## config.mk

```make
export PLATFORM = sky130hd
export DESIGN_NAME = sorted_priority_queue
export DESIGN_NICKNAME = d
export VERILOG_FILES = /design/src/sv/spq_pkg.sv /design/src/sv/spq_cell.sv /design/src/sv/sorted_priority_queue.sv
export SDC_FILE = /design/constraint.sdc
export NUM_CORES = 2
export LEC_CHECK = 0
export ABC_AREA = 1
export BUFFER_PORTS_ARGS = -buffer_cell sky130_fd_sc_hd__buf_2
export CAP_MARGIN = 10
export CORE_AREA = 2 2 338 340
export DETAILED_ROUTE_END_ITERATION = 10
export DIE_AREA = 0 0 340 342
export PLACE_DENSITY = 0.52
export SLEW_MARGIN = 20
export SYNTH_ARGS = -nofsm -noshare
export SYNTH_HDL_FRONTEND = slang
export SYNTH_SLANG_ARGS = --single-unit
```

## constraint.sdc

```tcl
create_clock -name i_clk -period 4.9 [get_ports i_clk]
set_input_delay 0.49 -clock i_clk [delete_from_list [all_inputs] [get_ports i_clk]]
set_output_delay 0.49 -clock i_clk [all_outputs]
set_load 0.05 [all_outputs]
```

## src/sv/spq_pkg.sv

```systemverilog
// spq_pkg: sizes, codes and shared types of the sorted priority queue
// used by spq_cell and sorted_priority_queue, depends on nothing
package spq_pkg;

    localparam int DEPTH       = 16;
    localparam int VALUE_WIDTH = 32;
    localparam int IDX_W       = (DEPTH > 1) ? $clog2(DEPTH) : 1;
    localparam int CNT_W       = $clog2(DEPTH + 1);

    typedef logic signed [VALUE_WIDTH-1:0] t_value;
    typedef logic [IDX_W-1:0]              t_idx;
    typedef logic [CNT_W-1:0]              t_count;

    typedef enum logic [1:0] {
        KIND_INSERT = 2'd0,
        KIND_REMOVE = 2'd1,
        KIND_FIND   = 2'd2
    } t_kind;

    typedef enum logic [1:0] {
        STATUS_OK     = 2'd0,
        STATUS_ABSENT = 2'd1,
        STATUS_FULL   = 2'd2
    } t_status;

    typedef struct packed {
        logic   ins;
        logic   rem;
        t_value key;
    } t_cell_ctl;

    typedef struct packed {
        logic below;
        logic first;
        logic eq;
    } t_cell_flags;

    function automatic t_value to_value(input logic signed [31:0] v);
        return VALUE_WIDTH'(v);
    endfunction

endpackage

```

## src/sv/spq_cell.sv

```systemverilog
// spq_cell: one slot of the sorted chain, compares against the key and
// shifts toward its neighbors; depends on spq_pkg
module spq_cell (
    input  logic                i_clk,
    input  spq_pkg::t_cell_ctl   i_ctl,
    input  logic                i_occupied,
    input  logic                i_left_before,
    input  spq_pkg::t_value      i_left_value,
    input  spq_pkg::t_value      i_right_value,
    output spq_pkg::t_cell_flags o_flags,
    output spq_pkg::t_value      o_value,
    output spq_pkg::t_value      o_next_value
);
    import spq_pkg::*;

    t_value r_value;
    t_value n_value;
    logic   below;
    logic   first;

    assign below = i_occupied && (r_value < i_ctl.key);
    assign first = !below && i_left_before;

    always_comb begin
        n_value = r_value;
        if (i_ctl.ins) begin
            if (first) begin
                n_value = i_ctl.key;
            end else if (!below) begin
                n_value = i_left_value;
            end
        end else if (i_ctl.rem) begin
            if (!below) begin
                n_value = i_right_value;
            end
        end
    end

    always_ff @(posedge i_clk) begin
        r_value <= n_value;
    end

    assign o_flags.below = below;
    assign o_flags.first = first;
    assign o_flags.eq    = i_occupied && (r_value == i_ctl.key);
    assign o_value       = r_value;
    assign o_next_value  = n_value;

endmodule

```

## src/sv/sorted_priority_queue.sv

```systemverilog
// sorted_priority_queue: bounded ascending queue built as a chain of cells
// instantiates spq_cell, depends on spq_pkg
//
//   channel   direction   handshake                   words
//   in        to block    i_in_valid / o_in_ready     i_kind, i_value
//   out       from block  o_out_valid / i_out_ready   o_status, o_position,
//                                                     o_head_valid, o_head_value,
//                                                     o_entry_count
//
// every cell compares with the key; cells from the insert or remove point on shift in the cycle the word is taken
// one word per cycle while the result register is empty or being drained
// the result appears in the cycle after acceptance, set by the result register
// reset empties the queue and the result register, entries hold no reset
// a held result stalls the input side through o_in_ready
module sorted_priority_queue (
    input  logic                  i_clk,
    input  logic                  i_rst_n,
    input  logic                  i_in_valid,
    output logic                  o_in_ready,
    input  logic [1:0]            i_kind,
    input  logic signed [31:0]    i_value,
    output logic                  o_out_valid,
    input  logic                  i_out_ready,
    output logic [1:0]            o_status,
    output logic [3:0]            o_position,
    output logic                  o_head_valid,
    output logic signed [31:0]    o_head_value,
    output logic [spq_pkg::CNT_W-1:0] o_entry_count
);
    import spq_pkg::*;

    t_count      r_count;
    t_count      n_count;
    logic        r_out_valid;
    t_status     r_status;
    t_status     n_status;
    logic [3:0]  r_position;
    logic [3:0]  n_position;
    logic        r_head_valid;
    logic [31:0] r_head_value;
    logic [31:0] n_head_value;

    t_cell_ctl   ctl;
    t_cell_flags flags [DEPTH];
    t_value      value [DEPTH];
    t_value      next_value [DEPTH];
    logic [DEPTH-1:0] occupied;

    logic  accept;
    logic  full;
    logic  hit;
    t_idx  at;
    t_kind kind;

    assign kind       = t_kind'(i_kind);
    assign o_in_ready = !r_out_valid || i_out_ready;
    assign accept     = i_in_valid && o_in_ready;
    assign full       = (r_count == t_count'(DEPTH));

    always_comb begin
        hit = 1'b0;
        at  = '0;
        for (int i = 0; i < DEPTH; i++) begin
            if (flags[i].first) begin
                at  = at | t_idx'(i);
                hit = hit | flags[i].eq;
            end
        end
    end

    assign ctl.key = to_value(i_value);
    assign ctl.ins = accept && (kind == KIND_INSERT) && !full;
    assign ctl.rem = accept && (kind == KIND_REMOVE) && hit;

    genvar g;
    generate
        for (g = 0; g < DEPTH; g++) begin : g_cell
            logic   left_before;
            t_value left_value;
            t_value right_value;

            assign occupied[g] = (t_count'(g) < r_count);

            if (g == 0) begin : g_head
                assign left_before = 1'b1;
                assign left_value  = value[g];
            end else begin : g_mid
                assign left_before = flags[g-1].below;
                assign left_value  = value[g-1];
            end

            if (g == DEPTH - 1) begin : g_tail
                assign right_value = value[g];
            end else begin : g_body
                assign right_value = value[g+1];
            end

            spq_cell u_cell (
                .i_clk         (i_clk),
                .i_ctl         (ctl),
                .i_occupied    (occupied[g]),
                .i_left_before (left_before),
                .i_left_value  (left_value),
                .i_right_value (right_value),
                .o_flags       (flags[g]),
                .o_value       (value[g]),
                .o_next_value  (next_value[g])
            );
        end
    endgenerate

    always_comb begin
        n_count    = r_count;
        n_status   = STATUS_ABSENT;
        n_position = '0;
        case (kind)
            KIND_INSERT: begin
                if (full) begin
                    n_status = STATUS_FULL;
                end else begin
                    n_status   = STATUS_OK;
                    n_position = 4'(at);
                    n_count    = r_count + t_count'(1);
                end
            end
            KIND_REMOVE: begin
                if (hit) begin
                    n_status   = STATUS_OK;
                    n_position = 4'(at);
                    n_count    = r_count - t_count'(1);
                end
            end
            KIND_FIND: begin
                if (hit) begin
                    n_status   = STATUS_OK;
                    n_position = 4'(at);
                end
            end
            default: begin
                n_status = STATUS_ABSENT;
            end
        endcase
        n_head_value = '0;
        if (n_count != '0) begin
            n_head_value = 32'($unsigned(next_value[0]));
        end
    end

    always_ff @(posedge i_clk) begin
        if (!i_rst_n) begin
            r_count     <= '0;
            r_out_valid <= 1'b0;
        end else begin
            if (accept) begin
                r_count     <= n_count;
                r_out_valid <= 1'b1;
            end else if (i_out_ready) begin
                r_out_valid <= 1'b0;
            end
        end
    end

    always_ff @(posedge i_clk) begin
        if (accept) begin
            r_status     <= n_status;
            r_position   <= n_position;
            r_head_valid <= (n_count != '0);
            r_head_value <= n_head_value;
        end
    end

    assign o_out_valid   = r_out_valid;
    assign o_status      = r_status;
    assign o_position    = r_position;
    assign o_head_valid  = r_head_valid;
    assign o_head_value  = r_head_value;
    assign o_entry_count = r_count;

    logic [DEPTH-1:0] first_vec;
    always_comb begin
        for (int i = 0; i < DEPTH; i++) begin
            first_vec[i] = flags[i].first;
        end
    end

    a_count_bound: assert property (@(posedge i_clk) disable iff (!i_rst_n)
        r_count <= t_count'(DEPTH))
        else $error("entry count above depth");

    a_first_onehot: assert property (@(posedge i_clk) disable iff (!i_rst_n)
        $onehot0(first_vec))
        else $error("more than one insert point");

    a_insert_grows: assert property (@(posedge i_clk) disable iff (!i_rst_n)
        ctl.ins |=> r_count == $past(r_count) + t_count'(1))
        else $error("insert did not grow the queue");

    a_remove_shrinks: assert property (@(posedge i_clk) disable iff (!i_rst_n)
        ctl.rem |=> r_count == $past(r_count) - t_count'(1))
        else $error("remove did not shrink the queue");

    a_head_flag: assert property (@(posedge i_clk) disable iff (!i_rst_n)
        r_out_valid |-> (r_head_valid == (r_count != '0)))
        else $error("head flag disagrees with count");

endmodule
```

* Word-level counts from Yosys, hierarchy flattened
Index checks and enable logic that the tools add are counted.
** Word-level totals
- Register bits :: 557
- Output and inout bits :: 46
** Cells by class
- Add/sub/neg operators :: 2
- $lt $le $gt $ge :: 32
- Equal/unequal tests :: 48
- Muxes and demuxes :: 118
- Bitwise gates (word level) :: 15
- Reductions and logical operators :: 90
** Operators with widths (count)
- 32-bit 2-to-1 mux :: 76
- 32-bit equality test :: 16
- 32-bit < comparator :: 16
- 2-bit != test, second input constant :: 29
- 1-bit logical AND :: 52
- 3-bit AND reduction :: 14
- 4-bit by 5-bit < comparator with 1-bit output, first input constant :: 8
- 4-bit 2-to-1 mux :: 10
- 3-bit by 5-bit < comparator with 1-bit output, first input constant :: 4
- 1-bit 2-to-1 mux :: 20
- 1-bit zero test :: 17
- 1-bit OR :: 15
- 3-bit 2-to-1 mux :: 4
- 1-bit by 5-bit < comparator with 1-bit output, first input constant :: 2
- 2-bit by 5-bit < comparator with 1-bit output, first input constant :: 2
- 5-bit 2-to-1 mux :: 2
- 5-bit one-hot mux with 2 select lines :: 1
- 4-bit one-hot mux with 2 select lines :: 1
- 2-bit 2-to-1 mux :: 3
- 5-bit by 1-bit adder with 5-bit output, second input constant :: 1
- 5-bit equality test, second input constant :: 1
- 5-bit nonzero test :: 1
- 5-bit by 1-bit subtractor with 5-bit output, second input constant :: 1
- 2-bit one-hot mux with 2 select lines :: 1
- other kinds (7) :: 8

* Depth between registers and ports, before layout
- Word-level depth :: 36
- Gate-level depth with buffers :: 31

* Modules after synthesis
A second synthesis with hierarchy kept.
** Unflattened totals
- Cells, all modules :: 10495
- Area total of the unflattened synthesis :: 58673.8 um^2
** Modules (own cells, without submodules)
- spq_cell at g_cell[0].u_cell ... :: instances 14, cells each 638, area an instance 3513.4 um^2
- spq_cell at g_cell[8].u_cell ... :: instances 2, cells each 640, area an instance 3522.1 um^2
- sorted_priority_queue :: instances 1, cells each 283, area an instance 2442.3 um^2

* Worst setup path after synthesis
OpenSTA, ideal clock, no wires.
- Kind :: input port to flip-flop
- Start :: input port i_value[19]
- End :: register g_cell[11].u_cell.r_value[0], enable pin
- Setup time :: 432 ps
- Arrival :: 4744 ps
- Data required time :: 4468 ps
- Setup slack :: -276 ps
- Stages on the path :: 19
- Path through :: clkbuf_1 > clkbuf_1 > inv_1 > ha_1 > a21o_1 > o21ai_0 > nand2_1 > a21oi_1 > a21oi_1 > nor2_2 > nand3_1 > nand2_1 > nor2_2 > nand2_2 > inv_2 > nand2_4 > nand2_4 > clkbuf_1 > a21oi_1
** Between the ends
- Longest elaborated chain between the ends :: 36
- Elaborated cells on any way between the ends :: 130
- Classes of those cells :: order compare (16); eq/ne (18); mux (16); bitwise (15); reduce/logical (65)
** Ends and longest elaborated chain
- start: declaration :: line sorted_priority_queue.sv:21 : input logic signed [31:0] i_value,
- 32-bit < comparator / 32-bit equality test (equally long branches) :: line spq_cell.sv:21, spq_cell.sv:45
- 1-bit logical AND (on tied branches) :: line spq_cell.sv:21, spq_cell.sv:45
- 1-bit 2-to-1 mux / 1-bit zero test (equally long branches) :: line sorted_priority_queue.sv:64, spq_cell.sv:22
- 1-bit OR / 1-bit logical AND (equally long branches) :: line sorted_priority_queue.sv:66, spq_cell.sv:22
- 1-bit 2-to-1 mux :: line sorted_priority_queue.sv:64 : if (flags[i].first) begin
- 1-bit OR :: line sorted_priority_queue.sv:66 : hit = hit | flags[i].eq;
- 1-bit 2-to-1 mux :: line sorted_priority_queue.sv:64
- 1-bit OR :: line sorted_priority_queue.sv:66
- [... 20 more ...]
- 1-bit 2-to-1 mux :: line sorted_priority_queue.sv:64
- 1-bit OR :: line sorted_priority_queue.sv:66
- 1-bit 2-to-1 mux :: line sorted_priority_queue.sv:64
- 1-bit OR :: line sorted_priority_queue.sv:66
- 1-bit 2-to-1 mux :: line sorted_priority_queue.sv:64
- 1-bit logical AND :: line sorted_priority_queue.sv:73 : assign ctl.rem = accept && (kind == KIND_REMOVE) && hit;
- 2-bit nonzero test (no line)
- 3-bit AND reduction (no line) *
- end signal: assignment :: line spq_cell.sv:40 : r_value <= n_value;
- end: declaration :: line spq_cell.sv:16 : t_value r_value;
Mark *: on every way between the ends. The rest lies on a longest branch, timed or not.
A chain may end at the register's enable or synchronous reset.

* Worst setup path in the final report
- Start :: input port i_value[20]
- End :: register g_cell[8].u_cell.r_value[13], enable pin
** Between the ends
- Longest elaborated chain between the ends :: 36
- Elaborated cells on any way between the ends :: 130
- Classes of those cells :: order compare (16); eq/ne (18); mux (16); bitwise (15); reduce/logical (65)
** Ends and longest elaborated chain (line)
- 32-bit < comparator / 32-bit equality test (equally long branches) :: spq_cell.sv:21, spq_cell.sv:45
- 1-bit logical AND (on tied branches) :: spq_cell.sv:21, spq_cell.sv:45
- 1-bit 2-to-1 mux / 1-bit zero test (equally long branches) :: sorted_priority_queue.sv:64, spq_cell.sv:22
- 1-bit OR / 1-bit logical AND (equally long branches) :: sorted_priority_queue.sv:66, spq_cell.sv:22
- 1-bit 2-to-1 mux :: sorted_priority_queue.sv:64
- 1-bit OR :: sorted_priority_queue.sv:66
- 1-bit 2-to-1 mux :: sorted_priority_queue.sv:64
- 1-bit OR :: sorted_priority_queue.sv:66
- [... 20 more ...]
- 1-bit 2-to-1 mux :: sorted_priority_queue.sv:64
- 1-bit OR :: sorted_priority_queue.sv:66
- 1-bit 2-to-1 mux :: sorted_priority_queue.sv:64
- 1-bit OR :: sorted_priority_queue.sv:66
- 1-bit 2-to-1 mux :: sorted_priority_queue.sv:64
- 1-bit logical AND :: sorted_priority_queue.sv:73
- 2-bit nonzero test (no line)
- 3-bit AND reduction (no line) *
- end signal: assignment :: spq_cell.sv:40
- end: declaration :: spq_cell.sv:16
Marks and branches as above.

==> reports/qor.txt <==
Overflow after GRT = 0
Hold Fails Final Rpt = 0
Synth Instances = 4999
CP required = 5.21 ns
Netlist Area Pre-Place = 40300 µm²
Htree depth = 3
Final setup viols = 0
Peak VDD IR = 0.000314 V
Hold path start = i_out_ready
Post-synth EDFFs = 519
Post-synth cell types = 45
Final slew viol count = 0
Worst-margin pin slew = 1.21 ns
Max-cap violations = 0
Worst setup path startpoint = i_value[20]
Synthesized net count = 5555
Nets = 5555
Sw frac = 0.334
First-pass GRT wire length = 192 mm
Ports = 84
Startpoint Class = input pin
Number of synthesized register bits = 557
Post-CTS Setup Bufs = 0
Worst reg2reg path startpoint = g_cell[14].u_cell.o_value[31]$_DFFE_PP_
Post-synth ARST share = 0
Area grow syn2layout = 11.9%
Hold Slack = 0.168 ns
Layout cell share with drive strength beyond 1 = 0.0792
Comb pwr share = 0.243
Row count = 124
Core Region = 113000 µm²
Clock Tree Buf Depth = 3
CTS tree = built
Placed wire-length estimate = 93.0 mm
DIE WIDTH = 340 µm
Psw = 4.83 mW
P_int = 9.62 mW
Die area = 116000 µm²
Avg Inst Size Synth = 8.05 µm²
Via count = 34.4k
CP Class = in2reg
Clock Latency Late Sink = 0.64 ns
Power per cell area = 321 nW/µm²
Initial Utilization = 0.356
Vias in the first global route = 33.2k
Via density = 5.24
CTS Buf Count = 70
Worst-path maximum fanout = 16
Leak Pwr = 19.4 nW
# diodes = 0
Final antenna-violating net count = 0
Root Buffer = clkbuf_16
Chip Height = 342 µm
TNS Setup = 0 ns
RSZ-0062 raised after global routing = no
Sequential share of the synthesized area = 0.406
Quantity of hold-fixing buffers added after cts = 0
Initial drt markers = 2565
Status = finished clean
Worst-path clk slew = 0.06 ns
Post-route DRC = 0
WP data arrival = 4.49 ns
Largest net degree at the start of global routing = 228
Initial antenna violation count = 1
Critical Path Sink Type = register
Router iterations before antenna repair = 5
Yosys warning count = 0
Share of power burned in registers = 0.407
Clock power frac = 0.350
I/O Buffers = 83
Clock Sinks = 557
Max_slew headroom = 0.193
DRT Wirelength = 123 mm
Hold Crit Class = in2reg
Part of the cycle the worst path needs = 0.853
WL per Instance = 18.8 µm
Fmax = 239 MHz
Gpl congestion = 0.881
Overall Global Routing Usage = 0.208
Most used DFF post-synth = edfxtp_1
Clock Skews = 0.0238 ns
Crit path time final = 4.18 ns
PostCTS Resize Cnt = 0
==> final timing paths <==
path / end / slack [ns] / cells past startpoint
worst min-delay path: o_out_valid$_SDFFE_PN0P_ / 0.17 / 4
worst max register to register: g_cell[8].u_cell.o_value[13]$_DFFE_PP_ / 0.90 / 21
worst min register to register: o_out_valid$_SDFFE_PN0P_ / 0.51 / 2
worst max-delay path: g_cell[8].u_cell.o_value[13]$_DFFE_PP_ / 0.72 / 21
==> cell usage in the layout, fill, tap and decap left out, drive strengths merged, types with 17 or more instances in the layout <==
cell / netlist / final
nand2: 1127 / 1127
o21ai: 960 / 960
nor2: 574 / 574
edfxtp: 519 / 519
ha: 518 / 518
a21oi: 351 / 351
inv: 327 / 328
buf: 18 / 212
clkbuf: 266 / 91
nand3: 77 / 77
o211ai: 64 / 64
clkinv: 14 / 44
nand4: 43 / 43
dfxtp: 38 / 38
o21a: 36 / 36
nor3: 17 / 17
==> metal layers <==
layer | vias up | track usage | share of wire
met5 | - | 0 | 0
met4 | 0 | 0.0566 | 0.023
met3 | 153 | 0.0212 | 0.051
met2 | 909 | 0.347 | 0.46
met1 | 16100 | 0.287 | 0.46
li1 | 17300 | - | -
==> critical path: stages <==
cell and delay (ns):
buf_2 0.34, inv_1 0.48, ha_1 0.46, nand2_1 0.05, nor2_1 0.11, nand2_1 0.08, nor4_2 0.41, nand2_1 0.14
nand3_1 0.12, nand2_1 0.08, nor2_2 0.23, nand3_1 0.10, nand2_1 0.10, nor2_1 0.06, nand2_1 0.12, inv_1 0.08
nand2_4 0.11, nand2_4 0.15, buf_4 0.29, a21oi_4 0.19, buf_4 0.28
==> flip-flops by register name, summed over array words and instances, names as in the netlist <==
register / count
o_head_valid: 1
o_entry_count: 5
g_cell.u_cell.o_value: 512
o_status: 2
o_position: 4
o_out_valid: 1
o_head_value: 32
==> power by group through the flow <==
stage | sequential [mW] | clock (mW) | combinational (mW)
floorplan | 6.16 | 0 | 2.22
finish | 5.87 | 5.06 | 3.51
CTS | 5.87 | 5.19 | 3.53
detailed placement | 5.96 | 0 | 3.51
global route | 5.91 | 5.36 | 3.97
global placement | 5.97 | 0 | 3.46
==> synthesized netlist by cell type, drive strengths merged, types with 3 or more instances <==
| library cell | instances | share of area |
|---|---|---|
| nand2 | 1127 | 0.11 |
| o21ai | 960 | 0.12 |
| nor2 | 574 | 0.056 |
| edfxtp | 519 | 0.39 |
| ha | 518 | 0.16 |
| a21oi | 351 | 0.044 |
| inv | 327 | 0.031 |
| clkbuf | 266 | 0.025 |
| nand3 | 77 | 0.010 |
| o211ai | 64 | 0.012 |
| nand4 | 43 | 0.0068 |
| dfxtp | 38 | 0.019 |
| o21a | 36 | 0.0067 |
| buf | 18 | 0.0031 |
| nor3 | 17 | 0.0025 |
| clkinv | 14 | 0.0013 |
| a21o | 13 | 0.0024 |
| nor4 | 13 | 0.0028 |
| o21bai | 5 | 0.00093 |
| and3 | 4 | 0.00062 |
| nand3b | 3 | 0.00056 |
==> logic make-up (layout without fill, tap and decap cells) <==
kind of cell | Yosys count | count (layout) | synth area share
fa+ha+maj | 518 | 518 | 0.161
simple gates | 1860 | 1860 | 0.186
compound gates | 1439 | 1439 | 0.187
buf+inv | 625 | 679 | 0.0598
flops | 557 | 557 | 0.406
==> per-stage QoR <==
| step | power, mW | setup slack (ns) | utilization | cell area (µm²) | cells |
|---|---|---|---|---|---|
| floorplan | 8.39 | -0.276 | - | 40300 | 4999 |
| global placement | 9.43 | 0.262 | 0.379 | 42900 | 6439 |
| detailed placement | 9.48 | 0.193 | 0.379 | 42900 | 6439 |
| CTS | 14.6 | 0.845 | 0.398 | 45100 | 6565 |
| global route | 15.2 | 0.491 | 0.398 | 45100 | 6565 |
| finish | 14.4 | 0.722 | 0.398 | 45100 | 6565 |
==> area by class of cell <==
| class | count | area (µm²) |
|---|---|---|
| well taps | 1512 | 1890 |
| multi-input cells | 3817 | 21700 |
| flip-flops and latches | 557 | 16300 |
| repair buffers | 212 | 1650 |
| clock buffers | 91 | 1920 |
| clock inverters | 35 | 240 |
| fillers | 11400 | 68000 |
| inverters | 341 | 1290 |
Note: power is estimated with default switching activity, not from simulation.
